<file path="src/rtl/nps_pkg.sv">
// shared types, sizes and codes for the nearest point search block
// no dependencies
`timescale 1ns / 1ps
`default_nettype none

package nps_pkg;

	localparam int MAX_POINTS = 512;
	localparam int COORD_BITS = 16;
	localparam int ID_BITS    = 16;
	localparam int IDX_BITS   = (MAX_POINTS > 1) ? $clog2(MAX_POINTS) : 1;
	localparam int CNT_BITS   = $clog2(MAX_POINTS + 1);
	localparam int MAG_BITS   = COORD_BITS + 1;
	localparam int SQ_BITS    = 2 * MAG_BITS;
	localparam int DIST_BITS  = SQ_BITS + 1;

	localparam logic [1:0] OP_CLEAR  = 2'd0;
	localparam logic [1:0] OP_APPEND = 2'd1;
	localparam logic [1:0] OP_QUERY  = 2'd2;

	localparam logic [1:0] ST_OK    = 2'd0;
	localparam logic [1:0] ST_FULL  = 2'd1;
	localparam logic [1:0] ST_EMPTY = 2'd2;

	typedef logic signed [COORD_BITS-1:0] coord_t;
	typedef logic [ID_BITS-1:0]           id_t;
	typedef logic [DIST_BITS-1:0]         dist_t;

	typedef struct packed {
		coord_t phi;
		coord_t eta;
		id_t    id;
	} point_t;

endpackage

`default_nettype wire

</file>
<file path="src/rtl/nps_dist.sv">
// two-stage squared distance unit shared by every entry of a query scan
// depends on nps_pkg
`timescale 1ns / 1ps
`default_nettype none

module nps_dist
	import nps_pkg::*;
(
	input  wire logic   clk,
	input  wire logic   arst_n,
	input  wire logic   valid_s1,
	input  wire point_t entry_s1,
	input  wire coord_t query_phi,
	input  wire coord_t query_eta,
	output logic        valid_s2,
	output logic        valid_s3,
	output dist_t       dist_s3,
	output id_t         id_s3
);

	logic signed [MAG_BITS-1:0] dphi;
	logic signed [MAG_BITS-1:0] deta;
	logic [MAG_BITS-1:0]        mag_phi_s2;
	logic [MAG_BITS-1:0]        mag_eta_s2;
	id_t                        id_s2;
	logic [SQ_BITS-1:0]         sq_phi_s3;
	logic [SQ_BITS-1:0]         sq_eta_s3;

	// differences one bit wider so nothing wraps
	assign dphi = {entry_s1.phi[COORD_BITS-1], entry_s1.phi} - {query_phi[COORD_BITS-1], query_phi};
	assign deta = {entry_s1.eta[COORD_BITS-1], entry_s1.eta} - {query_eta[COORD_BITS-1], query_eta};

	always_ff @(posedge clk or negedge arst_n) begin
		if (!arst_n) begin
			valid_s2 <= 1'b0;
			valid_s3 <= 1'b0;
		end else begin
			valid_s2 <= valid_s1;
			valid_s3 <= valid_s2;
		end
	end

	always_ff @(posedge clk) begin
		mag_phi_s2 <= dphi[MAG_BITS-1] ? MAG_BITS'(-dphi) : MAG_BITS'(dphi);
		mag_eta_s2 <= deta[MAG_BITS-1] ? MAG_BITS'(-deta) : MAG_BITS'(deta);
		id_s2      <= entry_s1.id;
		sq_phi_s3  <= SQ_BITS'(mag_phi_s2) * SQ_BITS'(mag_phi_s2);
		sq_eta_s3  <= SQ_BITS'(mag_eta_s2) * SQ_BITS'(mag_eta_s2);
		id_s3      <= id_s2;
	end

	assign dist_s3 = DIST_BITS'(sq_phi_s3) + DIST_BITS'(sq_eta_s3);

endmodule

`default_nettype wire

</file>
<file path="config.mk">
export PLATFORM = sky130hd
export DESIGN_NAME = nps_dist
export DESIGN_NICKNAME = d
export VERILOG_FILES = /design/src/rtl/nps_pkg.sv /design/src/rtl/nps_dist.sv
export SDC_FILE = /design/constraint.sdc
export NUM_CORES = 1
export LEC_CHECK = 0
export ABC_AREA = 1
export BUFFER_PORTS_ARGS = -buffer_cell sky130_fd_sc_hd__buf_2
export CAP_MARGIN = 20
export CORE_ASPECT_RATIO = 0.9
export CORE_MARGIN = 4
export CORE_UTILIZATION = 60
export CTS_BUF_LIST = sky130_fd_sc_hd__clkbuf_16
export CTS_CLUSTER_DIAMETER = 150
export DETAILED_ROUTE_END_ITERATION = 8
export HOLD_SLACK_MARGIN = 0.05
export PLACE_DENSITY = 0.79
export SLEW_MARGIN = 20
export SYNTH_ARGS = -nofsm -noshare
export SYNTH_HDL_FRONTEND = slang
export SYNTH_SLANG_ARGS = --single-unit
</file>
<file path="constraint.sdc">
create_clock -name clk -period 8.25 [get_ports clk]
set_clock_uncertainty 0.05 [all_clocks]
set_input_delay 1.65 -clock clk [delete_from_list [all_inputs] [get_ports clk]]
set_output_delay 1.65 -clock clk [all_outputs]
set_load 0.02 [all_outputs]
</file>
==> results.cfg, run 1 <==
[grt]
grt_first_pass_wirelength_um = 97800
met2_usage_pct = 44.2
grt_pass1_vias = 21100
use_met1_pct = 35.5
grtUsageMet3_pct = 4.67
globalRoute.busiestLayer = met2
grt_remaining_overflow = 0
antenna_found_initial = 1
track_usage_pct = 26.3
grt_max_degree = 20

[placed_design]
place.gp.congestion = 0.968
io_buffers = 135
dp.cells = 3851
place_hpwl_um = 48800

[worst_setup_path]
cp.required_ps = 8540
reg2reg_depth = 21
worstPathArrival_ps = 6420
cp-start-kind = register
cp_max_fo = 17
endpoint_kind = register
r2r-end = sq_phi_s3[31]
rrSetupSlack_ps = 2120
r2r-start = mag_phi_s2[12]
path_class = reg -> reg

[clock_tree]
numCtsBuffers = 17
clk_pin_slew_ps = 60
cts-root-buf = clkbuf_16
ctsHtreeMaxLevel = 4
cts_tree = done
cts_setup_buffers = 0
postCtsHoldBufs = 0
cts_buffer_depth = 2
insertion_delay_ps = 460
cts_sinks = 134
post_cts_resize_count = 0

[floorplanning]
dieArea_um2 = 44400
num_rows = 70
die_w_um = 222
initial_core_util_pct = 60.6
boundaryPins = 136
die_h_um = 200
core_um2 = 40600

[synth]
ys_ff_latch = 134
syn_area_um2 = 24600
synth_area_per_cell_um2 = 7.58
synthCells = 3250
synth_compound_area_share_pct = 6.36
ys_warn_count = 0
synth_top_family_by_area = adder cells
yosysUniqueCellTypes = 43
syn-num-nets = 3997
synth-seq-area-share_pct = 10.9
synth_xor_area_share_pct = 4.26
yosys.area_share.simple_pct = 18.2
synth-adder-area-share_pct = 45.4
synth_mux_area_share_pct = 0

[sta]
min_period_over_period_pct = 74.3
fin_setup_tns_ps = 0
rsz0062_at_grt = false
worst_pin_slew_ps = 1040
finalSetupViolCount = 0
hold_viol = 0
max_slew_margin_pct = 30.3
fmax_mhz = 163
finalMaxSlewViolations = 0
period_needed_ps = 6130

[route]
ant_nets = 0
via_per_inst = 5.22
drc = 0
vias = 20300
wl_per_cell_um = 14.7
drt_iter0_drc = 1439
first_pass_iters = 6
drt-total-wl_um = 57100

[min_path]
hp-class = reg -> reg
min_to = id_s3[2]
min_path_cells = 0
min_from = id_s2[2]

[job]
maxCapViolations = 0

[outcome]
outcome = complete, no violations

[finish]
final_layout_size_suffix_gt1_share_pct = 6.82
instances_no_fill = 3883
diodes = 0
area_delta_synth_final_pct = 6.66
num-nets-final = 4077
-- flip-flops by register name, summed over array words and instances, names as in the netlist --
register / cells
id_s2: 16
id_s3: 16
mag_eta_s2: 17
mag_phi_s2: 17
sq_eta_s3: 33
sq_phi_s3: 33
valid_s2: 1
valid_s3: 1
-- placed cells by master (no fill, tap or decap), drive strengths merged, types with 10 or more instances in the layout --
master	netlist	final
nor3	21	21
nor2	156	156
inv	901	912
a21o	10	10
a21oi	151	151
fa	382	382
ha	282	282
dfxtp	132	132
clkbuf	71	17
xnor2	44	44
xor2	75	75
nand4	23	23
buf	3	135
nand2	757	757
o21ai	74	74
nand3	98	98
o21bai	16	16
-- worst max path at each step --
stage                    from             to  slack (ps)  cells after the start
2_1_floorplan   mag_phi_s2[7]  sq_phi_s3[32]        2750                     23
3_3_place_gp   mag_phi_s2[12]  sq_phi_s3[33]        2300                     18
3_5_place_dp   mag_phi_s2[12]  sq_phi_s3[31]        2190                     21
4_1_cts        mag_phi_s2[12]  sq_phi_s3[31]        2210                     21
5_1_grt         mag_phi_s2[7]  sq_phi_s3[33]        1720                     20
6_report       mag_phi_s2[12]  sq_phi_s3[31]        2120                     21
-- layout make-up --
class | count | area, um^2
Multi-Input combinational cell | 2141 | 18300
Fill cell | 3456 | 14400
Timing Repair Buffer | 135 | 676
Inverter | 901 | 3380
Clock inverter | 15 | 156
Tap cell | 540 | 676
Sequential cell | 134 | 2690
Clock buffer | 17 | 425
-- routing by layer --
| layer | up-vias | share of wire [%] |
|---|---|---|
| li1 | 9787 | - |
| met5 | - | 0 |
| met3 | 105 | 7.8 |
| met1 | 9631 | 43 |
| met2 | 755 | 47 |
| met4 | 0 | 2.3 |
-- logic make-up (layout without fill, tap and decap cells) --
group	count (synthesis)	count (layout)
AO/OA/AOI/OAI	282	282
XOR/XNOR	119	119
adder cells (fa/ha/maj)	664	664
buffers and inverters	975	1068
flip-flops	134	134
AND/OR/NAND/NOR	1076	1076
-- per-stage QoR --
stage	worst slack (ps)	cell area, um^2	hold WS (ps)	util, %
floorplan	2750	24600	260	-
global placement	2300	25700	261	63.2
detailed placement	2190	25700	263	63.2
CTS	2210	26300	279	64.7
global route	1720	26300	286	64.7
finish	2120	26300	275	64.7
-- worst max-delay path: stages (launching register included) --
cell and delay (ps):
dfxtp_1 920, nand2_1 220, inv_1 130, fa_1 410, inv_1 90, fa_1 420, fa_1 520, inv_1 50
fa_1 480, fa_1 490, inv_1 50, fa_1 470, inv_1 40, ha_1 340, a21oi_1 250, a21boi_0 470
nand2_1 120, nand2_1 70, nand3_1 120, nand2_1 90, nand3_1 80, xor2_1 140
-- cell usage after synthesis, drive strengths merged --
master	number	area [um^2]
and2	3	18.8
xor2	75	657
nand3	98	553
dfrtp	2	50.1
a21o	10	75.1
and3	4	25.0
nand4	23	144
inv	901	3380
o31a	1	8.76
o2111ai	3	26.3
or2	3	18.8
o21bai	16	120
a21boi	5	41.3
o211ai	8	60.1
dfxtp	132	2640
buf	3	26.3
nor4	6	37.5
ha	282	3530
nand3b	5	37.5
nor2	156	621
nor3	21	115
fa	382	7650
xnor2	44	393
clkbuf	71	267
a31oi	8	50.1
a21oi	151	756
nand2	757	2910
o21a	6	45.0
o21ai	74	385
Power of run 1 is left out: the tool's default activity adds up to more than one toggle a clock period on the data nets, which glitch-free logic cannot reach.
==> inputs of run 2 (changes only) <==
Settings changed: CORE_UTILIZATION 60 to 58.
Clock period 8.25 ns to 5.11 ns, I/O delays scaled along.
==> results.cfg, run 2 (synthesized netlist as in run 1, its figures left out) <==
[finish]
final_util_pct = 73.4
diodes = 0
final_common_cell = inv_1
num-nets-final = 4390
largest_registers = sq_eta_s3: 33 flops, sq_phi_s3: 33 flops
final_layout_size_suffix_gt1_share_pct = 25.3
area_delta_synth_final_pct = 24.8
mostFrequentLayoutCells = inv_1 (813), nand2_1 (653), fa_1 (356), buf_4 (248), ha_1 (241)

[job]
maxCapViolations = 0

[worst_setup_path]
cp.required_ps = 5450
rrSetupSlack_ps = -150
reg2reg_depth = 23
r2r-end = sq_phi_s3[31]
r2r-start = mag_phi_s2[7]
worstPathArrival_ps = 5600
endpoint_kind = register
cp_max_fo = 5
cp-start-kind = register
path_class = reg -> reg

[grt]
grt_max_degree = 17
grt_first_pass_wirelength_um = 102000
antenna_found_initial = 1
grt_pass1_vias = 21900
grt_remaining_overflow = 0
track_usage_pct = 27.0

[floorplanning]
initial_core_util_pct = 58.8
num_rows = 71
die_w_um = 225
dieArea_um2 = 45900
core_um2 = 41900
boundaryPins = 136
die_h_um = 204

[outcome]
violations = setup timing
outcome = finished with violations

[sta]
worst_pin_slew_ps = 506
finalSetupViolCount = 26
worst_slack_ps = -152
max_slew_margin_pct = 65.9
finalMaxSlewViolations = 0
min_period_over_period_pct = 103
hold_viol = 0
fmax_mhz = 190
rsz0062_at_grt = true
period_needed_ps = 5260

[placed_design]
place.gp.congestion = 0.958
place_hpwl_um = 49800
io_buffers = 135

[clock_tree]
cts_tree = done
postCtsHoldBufs = 0
insertion_delay_ps = 460
cts_buffer_depth = 2
cts_sinks = 134
clk_pin_slew_ps = 70
numCtsBuffers = 17
cts-root-buf = clkbuf_16
ctsHtreeMaxLevel = 4

[route]
drt_iter0_drc = 1591
first_pass_iters = 9
wl_per_cell_um = 15.4
vias = 21700
via_per_inst = 5.17
drc = 0
drt-total-wl_um = 64900
ant_nets = 0

[min_path]
min_path_cells = 0
min_to = id_s3[0]
hp-class = reg -> reg
min_from = id_s2[0]
run 2: changes by cell type in the layout (fill, tap and decap cells not counted), sizes merged:
cell	before	now
clkinv	1	9
bufinv	1	3
inv	912	904
buf	135	448
clkinvlp	2	0
run 2: critical path: stages (launching register included):
cell and delay [ps]:
dfxtp_4 380, buf_6 140, nand2_4 60, inv_2 40
fa_1 560, inv_2 50, fa_1 490, inv_2 40
fa_1 540, fa_2 460, fa_1 510, inv_2 40
fa_1 520, inv_2 50, ha_4 310, nand2_4 80
nor2_4 160, inv_4 60, nor2_4 110, nand4_1 130
nand3_2 130, nand2_1 70, nand3_2 70, xor2_1 140
run 2: worst max path at each step:
stage,start,to,slack [ps],depth (start not counted)
CTS,mag_eta_s2[14],sq_eta_s3[31],-130,21
finish,mag_phi_s2[7],sq_phi_s3[31],-150,23
floorplan,mag_phi_s2[5],sq_phi_s3[22],-10,22
detailed placement,mag_phi_s2[7],sq_phi_s3[27],-340,21
global placement,mag_eta_s2[7],sq_eta_s3[31],-370,22
global route,mag_phi_s2[7],sq_phi_s3[31],-320,23
run 2: layout make-up:
type / instances / area (um^2)
clock buffer: 17 / 425
timing repair buffer: 448 / 3390
fill: 3018 / 11200
sequential: 134 / 2790
inverter: 901 / 3390
multi-input combinational: 2141 / 19900
tap: 547 / 684
clock inverter: 15 / 179
run 2: layer usage:
metal / GRT usage, % / share of wire, % / up-vias / routed length [um]
li1: - / - / 10400 / -
met1: 37.5 / 42 / 10400 / 27100
met2: 45.2 / 49 / 770 / 31700
met3: 3.63 / 7.0 / 122 / 4530
met4: 6.63 / 2.5 / 0 / 1610
met5: 0 / 0 / - / 0
run 2: per-stage QoR:
step	setup TNS [ps]	worst slack (ps)	instance area [um^2]	cells	hold slack, ps
6_report	-1470	-152	30800	4203	276
5_1_grt	-7040	-317	30800	4203	284
4_1_cts	-772	-132	29400	4172	276
3_5_place_dp	-8410	-340	27900	4119	262
3_3_place_gp	-5920	-365	27900	4119	260
2_1_floorplan	-20.5	-13.7	25000	3250	260
run 2: repair_timing:
| item | CTS | global route |
|---|---|---|
| buffers inserted | 21 | 31 |
| endpoints found under the setup margin | 44 | 43 |
| pin swaps | 71 | 145 |
| gates resized for setup | 207 | 334 |
Power of run 2 is left out for the same reason.
